## src/rtl/core/fhpa_pkg.sv

```systemverilog
// Shared constants and types for the handle pool allocator.
`default_nettype none

package fhpa_pkg;

   localparam int DEF_POOL_SIZE = 256;
   localparam int HANDLE_W      = 8;
   localparam int MODE_W        = 2;
   localparam int STATUS_W      = 2;

   localparam logic [MODE_W-1:0] MODE_ALLOC   = 2'd0;
   localparam logic [MODE_W-1:0] MODE_TRY     = 2'd1;
   localparam logic [MODE_W-1:0] MODE_RELEASE = 2'd2;
   localparam logic [MODE_W-1:0] MODE_UNUSED  = 2'd3;

   localparam logic [STATUS_W-1:0] ST_OK        = 2'd0;
   localparam logic [STATUS_W-1:0] ST_NONE      = 2'd1;
   localparam logic [STATUS_W-1:0] ST_INVALID   = 2'd2;
   localparam logic [STATUS_W-1:0] ST_EXHAUSTED = 2'd3;

   // controller to datapath
   typedef struct packed {
      logic capture;   // latch request fields, launch free queue read
      logic execute;   // update pool state, load result register
   } dp_cmd_type;

endpackage

`default_nettype wire

```

## src/rtl/core/fhpa_ram.sv

```systemverilog
// Generic single-write, single-read RAM with registered read data.
`default_nettype none

module fhpa_ram #(
   parameter int WIDTH = 8,
   parameter int DEPTH = 256
) (
   input  wire logic                     clock,
   input  wire logic                     wr_en,
   input  wire logic [$clog2(DEPTH)-1:0] wr_addr,
   input  wire logic [WIDTH-1:0]         wr_data,
   input  wire logic [$clog2(DEPTH)-1:0] rd_addr,
   output logic      [WIDTH-1:0]         rd_data
);

   logic [WIDTH-1:0] mem_ff [DEPTH];

   always_ff @(posedge clock) begin
      if (wr_en) begin
         mem_ff[wr_addr] <= wr_data;
      end
      rd_data <= mem_ff[rd_addr];
   end

endmodule

`default_nettype wire

```

## src/rtl/core/fhpa_ctrl.sv

```systemverilog
// Sequencing state machine: accept, execute, hold result until taken.
`default_nettype none

module fhpa_ctrl
   import fhpa_pkg::*;
(
   input  wire logic       clock,
   input  wire logic       reset,
   input  wire logic       req_valid,
   output logic            req_stall,
   output logic            rsp_valid,
   input  wire logic       rsp_stall,
   output dp_cmd_type      cmd
);

   typedef enum logic [1:0] {
      ST_IDLE,
      ST_EXEC,
      ST_SEND
   } state_type;

   state_type state_ff;
   logic      req_stall_ff;
   logic      rsp_valid_ff;

   always_comb begin
      cmd.capture = (state_ff == ST_IDLE) && req_valid;
      cmd.execute = (state_ff == ST_EXEC);
   end

   always_ff @(posedge clock) begin
      if (reset) begin
         state_ff     <= ST_IDLE;
         req_stall_ff <= 1'b0;
         rsp_valid_ff <= 1'b0;
      end else begin
         unique case (state_ff)
            ST_IDLE: begin
               if (req_valid) begin
                  state_ff     <= ST_EXEC;
                  req_stall_ff <= 1'b1;
               end
            end
            ST_EXEC: begin
               state_ff     <= ST_SEND;
               rsp_valid_ff <= 1'b1;
            end
            ST_SEND: begin
               if (!rsp_stall) begin
                  state_ff     <= ST_IDLE;
                  rsp_valid_ff <= 1'b0;
                  req_stall_ff <= 1'b0;
               end
            end
            default: begin
               state_ff     <= ST_IDLE;
               req_stall_ff <= 1'b0;
               rsp_valid_ff <= 1'b0;
            end
         endcase
      end
   end

   assign req_stall = req_stall_ff;
   assign rsp_valid = rsp_valid_ff;

endmodule

`default_nettype wire

```

## src/rtl/core/fhpa_dp.sv

```systemverilog
// Datapath: in-use bitmap, free queue pointers, fresh counter, result register.
`default_nettype none

module fhpa_dp
   import fhpa_pkg::*;
#(
   parameter int POOL_SIZE = DEF_POOL_SIZE
) (
   input  wire logic                clock,
   input  wire logic                reset,
   input  wire dp_cmd_type          cmd,
   input  wire logic [MODE_W-1:0]   req_mode,
   input  wire logic [HANDLE_W-1:0] req_handle,
   output logic      [HANDLE_W-1:0] rsp_granted_handle,
   output logic      [STATUS_W-1:0] rsp_status
);

   // Only handles below 2**HANDLE_W can be released, so bitmap and queue
   // never need more entries than that.
   localparam int MAP_DEPTH = (POOL_SIZE < (1 << HANDLE_W)) ? POOL_SIZE : (1 << HANDLE_W);
   localparam int PTR_W     = $clog2(MAP_DEPTH);
   localparam int CNT_W     = $clog2(MAP_DEPTH + 1);
   localparam int FRESH_W   = $clog2(POOL_SIZE + 1);

   logic [MODE_W-1:0]   mode_ff;
   logic [HANDLE_W-1:0] handle_ff;
   logic [MAP_DEPTH-1:0] in_use_ff, in_use_in;
   logic [PTR_W-1:0]    head_ff, head_in;
   logic [PTR_W-1:0]    tail_ff, tail_in;
   logic [CNT_W-1:0]    count_ff, count_in;
   logic [FRESH_W-1:0]  fresh_ff, fresh_in;
   logic [HANDLE_W-1:0] granted_ff, granted_in;
   logic [STATUS_W-1:0] status_ff, status_in;

   logic                ram_wr_en;
   logic [PTR_W-1:0]    ram_rd_data;
   logic [PTR_W-1:0]    rel_idx;
   logic                rel_ok;
   logic                have_queued;

   fhpa_ram #(
      .WIDTH (PTR_W),
      .DEPTH (MAP_DEPTH)
   ) u_free_queue (
      .clock   (clock),
      .wr_en   (ram_wr_en),
      .wr_addr (tail_ff),
      .wr_data (rel_idx),
      .rd_addr (head_ff),
      .rd_data (ram_rd_data)
   );

   // queue head entry is read at the capture edge, used during execute
   always_comb begin
      in_use_in   = in_use_ff;
      head_in     = head_ff;
      tail_in     = tail_ff;
      count_in    = count_ff;
      fresh_in    = fresh_ff;
      granted_in  = granted_ff;
      status_in   = status_ff;
      ram_wr_en   = 1'b0;
      have_queued = (count_ff != '0);
      rel_idx     = handle_ff[PTR_W-1:0];
      rel_ok      = ((HANDLE_W + 1)'(handle_ff) < (HANDLE_W + 1)'(MAP_DEPTH))
                    && in_use_ff[rel_idx];

      if (cmd.execute) begin
         granted_in = '0;
         status_in  = ST_OK;
         unique case (mode_ff)
            MODE_ALLOC, MODE_TRY: begin
               if (have_queued) begin
                  granted_in             = HANDLE_W'(ram_rd_data);
                  in_use_in[ram_rd_data] = 1'b1;
                  head_in  = (head_ff == PTR_W'(MAP_DEPTH - 1)) ? '0 : head_ff + 1'b1;
                  count_in = count_ff - 1'b1;
               end else if (mode_ff == MODE_TRY) begin
                  status_in = ST_NONE;
               end else if (fresh_ff < FRESH_W'(POOL_SIZE)) begin
                  granted_in = HANDLE_W'(fresh_ff);
                  fresh_in   = fresh_ff + 1'b1;
                  if (fresh_ff < FRESH_W'(MAP_DEPTH)) begin
                     in_use_in[fresh_ff[PTR_W-1:0]] = 1'b1;
                  end
               end else begin
                  status_in = ST_EXHAUSTED;
               end
            end
            MODE_RELEASE: begin
               if (rel_ok) begin
                  in_use_in[rel_idx] = 1'b0;
                  ram_wr_en = 1'b1;
                  tail_in   = (tail_ff == PTR_W'(MAP_DEPTH - 1)) ? '0 : tail_ff + 1'b1;
                  count_in  = count_ff + 1'b1;
               end else begin
                  status_in = ST_INVALID;
               end
            end
            default: begin
               // unused mode: no state change, ok with zero handle
            end
         endcase
      end
   end

   always_ff @(posedge clock) begin
      if (cmd.capture) begin
         mode_ff   <= req_mode;
         handle_ff <= req_handle;
      end
      granted_ff <= granted_in;
      status_ff  <= status_in;
      if (reset) begin
         in_use_ff <= '0;
         head_ff   <= '0;
         tail_ff   <= '0;
         count_ff  <= '0;
         fresh_ff  <= '0;
      end else begin
         in_use_ff <= in_use_in;
         head_ff   <= head_in;
         tail_ff   <= tail_in;
         count_ff  <= count_in;
         fresh_ff  <= fresh_in;
      end
   end

   assign rsp_granted_handle = granted_ff;
   assign rsp_status         = status_ff;

endmodule

`default_nettype wire

```

## src/rtl/core/fifo_handle_pool_allocator_unit.sv

```systemverilog
// Handle pool allocator with FIFO reuse of released handles.
//
// Request channel (req_*): mode is allocate, try-allocate or release; handle
// names the handle to release. Result channel (rsp_*): granted_handle and
// status, exactly one result item per request item.
// Allocate reuses the oldest released handle, else issues the next never-used
// handle, else reports exhaustion. Try-allocate only reuses released handles.
// Release of a handle not in use is reported invalid and changes nothing.
// Sequence: an accepted item goes to the execute step, which loads the
// result register; the result is then offered on rsp_*. The unit works on
// one item at a time, so req_stall stays high from acceptance until the
// result is taken. The free queue RAM read (one registered read of the
// queue head) is why execute is a step of its own after acceptance.
// While rsp_stall is high the result and rsp_valid hold and no new item is
// accepted. Synchronous reset clears the in-use bitmap, queue pointers and
// fresh counter.
`default_nettype none

module fifo_handle_pool_allocator_unit
   import fhpa_pkg::*;
#(
   parameter int POOL_SIZE = DEF_POOL_SIZE
) (
   input  wire logic                clock,
   input  wire logic                reset,
   input  wire logic                req_valid,
   output logic                     req_stall,
   input  wire logic [MODE_W-1:0]   req_mode,
   input  wire logic [HANDLE_W-1:0] req_handle,
   output logic                     rsp_valid,
   input  wire logic                rsp_stall,
   output logic      [HANDLE_W-1:0] rsp_granted_handle,
   output logic      [STATUS_W-1:0] rsp_status
);

   dp_cmd_type cmd;

   fhpa_ctrl u_ctrl (
      .clock     (clock),
      .reset     (reset),
      .req_valid (req_valid),
      .req_stall (req_stall),
      .rsp_valid (rsp_valid),
      .rsp_stall (rsp_stall),
      .cmd       (cmd)
   );

   fhpa_dp #(
      .POOL_SIZE (POOL_SIZE)
   ) u_dp (
      .clock              (clock),
      .reset              (reset),
      .cmd                (cmd),
      .req_mode           (req_mode),
      .req_handle         (req_handle),
      .rsp_granted_handle (rsp_granted_handle),
      .rsp_status         (rsp_status)
   );

endmodule

`default_nettype wire

```

## config.mk

```make
export PLATFORM = sky130hd
export DESIGN_NAME = fifo_handle_pool_allocator_unit
export DESIGN_NICKNAME = d
export VERILOG_FILES = /design/src/rtl/core/fhpa_pkg.sv /design/src/rtl/core/fhpa_ram.sv /design/src/rtl/core/fhpa_ctrl.sv /design/src/rtl/core/fhpa_dp.sv /design/src/rtl/core/fifo_handle_pool_allocator_unit.sv
export SDC_FILE = /design/constraint.sdc
export NUM_CORES = 2
export LEC_CHECK = 0
export BUFFER_PORTS_ARGS = -buffer_cell sky130_fd_sc_hd__buf_4
export CAP_MARGIN = 20
export CORE_ASPECT_RATIO = 1.1
export CORE_MARGIN = 2
export CORE_UTILIZATION = 41
export CTS_BUF_LIST = sky130_fd_sc_hd__clkbuf_4
export CTS_CLUSTER_SIZE = 20
export DETAILED_ROUTE_END_ITERATION = 7
export SLEW_MARGIN = 20
export SYNTH_ARGS = -nofsm -noshare
export SYNTH_HDL_FRONTEND = slang
export SYNTH_SLANG_ARGS = --single-unit
```

## constraint.sdc

```tcl
create_clock -name clock -period 6.2 [get_ports clock]
set_input_delay 0.93 -clock clock [delete_from_list [all_inputs] [get_ports clock]]
set_output_delay 0.93 -clock clock [all_outputs]
set_load 0.1 [all_outputs]
```

Word level (Yosys, flattened, before mapping)
Memories as Yosys holds them, arrays and structs flattened. A register that Yosys moved wholly into a read port is not among the register bits.
Cells that the tools add are included.
{"block": "op_classes", "magnitude_cmp": 7, "mux": 38, "reduce_logical": 17, "bitwise_logic": 8, "n_eq_ne": 12, "addsub": 5}
{"operator": "256-bit two-way mux", "n": 4}
{"operator": "256-bit OR", "n": 2}
{"operator": "256-bit one-hot mux with 2 select lines", "n": 1}
{"operator": "256-bit AND", "n": 1}
{"operator": "256-bit NOT", "n": 1}
{"operator": "8-bit two-way mux", "n": 5}
{"operator": "8-bit by 9-bit < comparator with 1-bit output, second input constant", "n": 3}
{"operator": "1-bit demux with 8-bit select", "n": 3}
{"operator": "8-bit by 1-bit >= comparator with 1-bit output, second input constant", "n": 3}
{"operator": "9-bit by 1-bit adder with 9-bit output, second input constant", "n": 2}
{"operator": "9-bit two-way mux", "n": 2}
{"operator": "9-bit one-hot mux with 2 select lines", "n": 1}
{"operator": "8-bit by 1-bit adder with 8-bit output, second input constant", "n": 2}
{"operator": "8-bit == test, second input constant", "n": 2}
{"operator": "2-bit two-way mux", "n": 6}
{"operator": "1-bit two-way mux", "n": 11}
{"operator": "5-bit AND reduction", "n": 2}
{"operator": "9-bit < comparator, second input constant", "n": 1}
{"operator": "3-bit AND reduction", "n": 3}
{"operator": "9-bit nonzero test", "n": 1}
{"operator": "9-bit by 1-bit subtractor with 9-bit output, second input constant", "n": 1}
{"operator": "1-bit binary-select mux with 8-bit select", "n": 1}
{"operator": "1-bit one-hot mux with 3 select lines", "n": 2}
{"operator": "2-bit one-hot mux with 3 select lines", "n": 1}
{"operator": "other kinds (14)", "n": 26}
{"block": "word_totals", "ramBits": 2048, "output_inout_bits": 12, "reg_bits": 314, "n_memories": 1}
{"memory": "u_dp.u_free_queue.mem_ff", "words": 256, "word_bits": 8, "rd": 1, "rd_ports_with_merged_regs": 1, "write_ports": 1, "line": "fhpa_ram.sv:16", "rtl": "logic [WIDTH-1:0] mem_ff [DEPTH];"}

Logic depth before layout (Yosys ltp)
{"block": "logic_depth", "word_depth": 9, "depth_mapped": 15, "ltp_nobuf": 10}

Cells and area by module
Synthesis repeated with hierarchy kept, for this count alone.
{"block": "hier_totals", "cells_unflattened": 5594, "area_unflattened_um2": 96961.7}
{"mod": "fhpa_ram", "area_each_um2": 79556.3, "n_inst": 1, "cells_per_inst": 3733}
{"mod": "fhpa_dp", "area_each_um2": 17236.5, "n_inst": 1, "cells_per_inst": 1844}
{"mod": "fhpa_ctrl", "area_each_um2": 168.9, "n_inst": 1, "cells_per_inst": 17}

Least setup slack after synthesis
Ideal clock, no wire load.
{"block": "synth_path", "kind": "register to register", "start": "register u_dp.handle_ff[3]", "end": "memory u_dp.u_free_queue.mem_ff[100][0] (enable)", "stages_incl_launch_ff": 14, "required_ns": 5.830, "path_slack_ns": -0.611, "t_arrival_ns": 6.441, "cell_sequence": "edfxtp_1 > buf_2 > buf_2 > buf_2 > buf_2 > mux4_2 > o211ai_2 > nand2_1 > o221ai_2 > o211ai_2 > or4_1 > clkbuf_1 > buf_2 > nor2_1"}
{"block": "synth_between", "elab_chain_cells": 7}
{"element": "from (decl)", "line": "fhpa_dp.sv:26", "rtl": "logic [HANDLE_W-1:0] handle_ff;"}
{"element": "from (signal assigned)", "line": "fhpa_dp.sv:110", "rtl": "handle_ff <= req_handle;"}
{"element": "1-bit binary-select mux with 8-bit select", "line": "fhpa_dp.sv:66", "rtl": "&& in_use_ff[rel_idx];"}
{"element": "1-bit two-way mux (implied by the code)", "line": "fhpa_dp.sv:66"}
{"element": "1-bit two-way mux", "line": "fhpa_dp.sv:91", "rtl": "if (rel_ok) begin"}
{"element": "1-bit two-way mux", "line": "fhpa_dp.sv:71", "rtl": "unique case (mode_ff)"}
{"element": "1-bit two-way mux", "line": "fhpa_dp.sv:68", "rtl": "if (cmd.execute) begin"}
{"element": "1-bit two-way mux", "line": "fhpa_ram.sv:19", "rtl": "if (wr_en) begin"}
{"element": "1-bit two-way mux (implied by the code)", "line": "fhpa_ram.sv:20", "rtl": "mem_ff[wr_addr] <= wr_data;"}
{"element": "to (decl)", "line": "fhpa_ram.sv:16"}
Every way passes these cells. The select of a mux whose other input is x is not followed.

Final worst setup path
{"block": "layout_path", "start": "register u_dp.handle_ff[1]", "end": "memory u_dp.u_free_queue.mem_ff[236][6] (enable)"}
The elaborated chain is that of the path after synthesis.

==> flow_summary.toml <==
[timing]
finClkSkew_ps = 107
slew-limit-headroom_pct = 15.4
slew_of_the_pin_with_the_lowest_slew_margin_ps = 1270
hold_viol = 0
hold-worst-slack_ps = 234
report.final.setup_viol = 0
final_max_slew_viol_count = 0
max_clock_freq_ghz = 0.179
finalSetupTns_ps = 0
layout_worst_path_cycle_share_pct = 90.1
timing.final.ws_setup_ps = 616
layout_min_cycle_time_ps = 5580
grt_setup_unrepaired = "false"

[global_route]
wire_length_of_the_first_global_routing_pass_microns = 394000
grt_start_max_net_pins = 186
gr-total-overflow = 0
groute.usage.overall_pct = 21.7
via_count_of_the_first_global_routing_pass = 57300
antenna_found_initial = 8

[status]
status = "finished, final reports clean"

[logic_synthesis]
number_of_synthesized_flops_with_an_enable_pin = 2068
synth_warnings = 0
netlist.top_cell.by_area = "edfxtp_1"
ys_seq_area_share_pct = 69.2
area_fraction_in_compound_gates_after_synthesis_pct = 5.66
synthesis.nets = 5451
synth_area_per_cell_sq_um = 18.2
ys_async_sr_fraction_pct = 0
post-synth-top-area-fraction_pct = 63.1
yosys.area_share.simple_pct = 4.37
synth_top_family_by_area = "multiplexers"
synth.area.top_cells = "edfxtp_1, mux4_2, dfxtp_1"
yosys_register_bits = 2370
post_synth_mux_area_share_pct = 17.1
synthXorXnorAreaFrac_pct = 0.169
synth_adder_area_share_pct = 0.224
synth_cells = 5420
dominantRegCellSynth = "edfxtp_1"
syn_area_sq_mm = 0.0984
ys_types = 72

[cts]
htree_num_levels = 6
tritoncts.num_buffers = 609
ctsHoldBuffers = 12
clock_latency_on_the_worst_skew_pair_ps = 1290
clock-root-buffer = "clkbuf_4"
post_cts.resized_instances = 0
cts_sink_count = 2370
clkSlewWorstSetupHoldPaths_ps = 70
cts-root-to-sink-buffers = 4
cts.repair_timing.setup_buffer_count = 0
tritoncts = "done"

[pwr]
static-leakage-power_uw = 0.0319
cellPowerDensity_mw_per_mm2 = 290
vdd.ir_drop.worst_uv = 136

[die]
die_area_sq_mm = 0.244
fp.dieH_microns = 518
starting_density_pct = 41.3
io_pins = 26
placementRows = 188
floorplan.die.width_microns = 471
coreArea_sq_mm = 0.239

[critical_path]
worstPathArrival_ps = 6460
crit_family = "simple AND/OR/NAND/NOR gates"
critPathSlowestCell = "edfxtp_1"
cp.required_ps = 7070
crit_path_frequent_cell = "buf_4"
maximum_fanout_encountered_on_the_critical_timing_path = 44
setup.worst_path.end_class = "register"
timing_worst_setup_path_type = "register to register"
cpPeakStageDelay_ps = 1070
worstSetupStartpointType = "register"
worst-path-buf-inv = 3
timing.critical_path.cells = "buf_12 > buf_4 > mux4_2 > nand2_1 > o21ai_0 > nor3_1 > o221ai_2 > o211a_1 > nand3_4 > buf_4 > nor2_1"

[detailed_routing]
drcViolationCount = 0
first_pass_iters = 8
post_drt_wl_per_cell_microns = 29.0
drt-vias-per-instance = 6.09
initialDrtViolationCount = 7021
final_antenna_net_count = 0
num_vias = 56400
route.final.wire_length_microns = 269000

[placement]
hpwl_microns = 157000
placed_cell_area_sq_mm = 0.103
place_congestion = 0.908
place_worst_setup_slack_ps = 882
io_buffers = 25

[layout]
regArea_sq_mm = 0.0682
layout.cells.most_common = "edfxtp_1"
postLayoutCellArea_sq_mm = 0.111
most_frequent_cells_in_the_layout = "edfxtp_1, clkbuf_4, mux4_2"
fraction_of_final_layout_cells_sized_beyond_drive_strength_1_pct = 33.5
multi_input_comb_area_sq_mm = 0.0281
syn_to_final_growth_pct = 12.3
finalNetCount = 5795
postLayoutCoreUtil_pct = 46.3
count_of_fill_cells_added_during_filler_insertion = 20400

[flow_run]
drv_cap = 0

[hold_path]
hold_path.class = "input port to register"
## final timing paths
kind / start / to / slack, ps / cells past startpoint
worst min register to register: u_ctrl.req_stall / u_ctrl.req_stall / 460 / 2
worst max-delay path: u_dp.handle_ff[1] / u_dp.u_free_queue.mem_ff[236][6] / 620 / 11
worst min-delay path: reset / u_dp.head_ff[4] / 230 / 2
worst max register to register: u_dp.handle_ff[1] / u_dp.u_free_queue.mem_ff[236][6] / 620 / 11
## state kept, by name, summed over array words and instances, names as in the netlist, 2 cells and up
name,flops
u_dp.mode_ff,2
u_dp.tail_ff,8
u_dp.fresh_ff,9
u_dp.rsp_granted_handle,8
u_dp.count_ff,9
u_dp.head_ff,8
u_ctrl.state_ff,2
u_dp.u_free_queue.mem_ff,2048
u_dp.in_use_ff,256
u_dp.handle_ff,8
u_dp.rsp_status,2
u_dp.u_free_queue.rd_data,8
## cells in the mapped netlist, types with 25 or more instances
cell type / n
nor2_4: 47
edfxtp_1: 2068
dfxtp_1: 302
o32ai_1: 248
buf_2: 81
a211oi_1: 70
a22oi_1: 181
clkbuf_1: 322
nand2_1: 140
buf_4: 25
nor3_1: 39
mux4_2: 733
nand3_1: 26
nor4_1: 188
nor2_1: 280
a221oi_1: 75
inv_1: 267
a21oi_1: 29
## layer usage
| layer | track usage, % | part of all wire, % | vias to the layer above | wire [microns] |
|---|---|---|---|---|
| li1 | - | - | 23500 | - |
| met1 | 29.2 | 40 | 29200 | 107000 |
| met2 | 33.8 | 47 | 3104 | 127000 |
| met3 | 4.87 | 8.7 | 639 | 23300 |
| met4 | 9.52 | 4.1 | 10 | 10900 |
| met5 | 0 | 0.023 | - | 63 |
## logic make-up (layout without fill, tap and decap cells)
logic type,after synthesis,in the layout
DFF,2370,2370
and+or+nand+nor,826,826
muxes,761,761
buffers and inverters,733,1439
AOI/OAI and AO/OA,694,694
xor gates and xnor gates,19,19
adders and majority gates,17,17
other,0,4
## where the power goes
part	switching, uW	internal (uW)	total [uW]
Combinational	1100	467	1560
Sequential	49.8	17400	17400
Clock	6220	6840	13100
Total	7360	24700	32100
## per-stage QoR
| stage | cells | power, uW |
|---|---|---|
| global placement | 8271 | 19300 |
| finish | 9265 | 32100 |
| CTS | 9256 | 32400 |
| floorplan | 5420 | 18800 |
| detailed placement | 8271 | 19300 |
| global route | 9264 | 33200 |
## cell type report
type                    instances  share of cell area (%)
multi-input cells            2317                    25.4
clock buffers                 849                    5.77
clock inverters               124                   0.828
diodes                          4                 0.00906
inverters                     267                   0.907
flip-flops and latches       2370                    61.7
well taps                    3135                    3.55
repair buffers                199                    1.81
(Power assumes the default switching activity.)
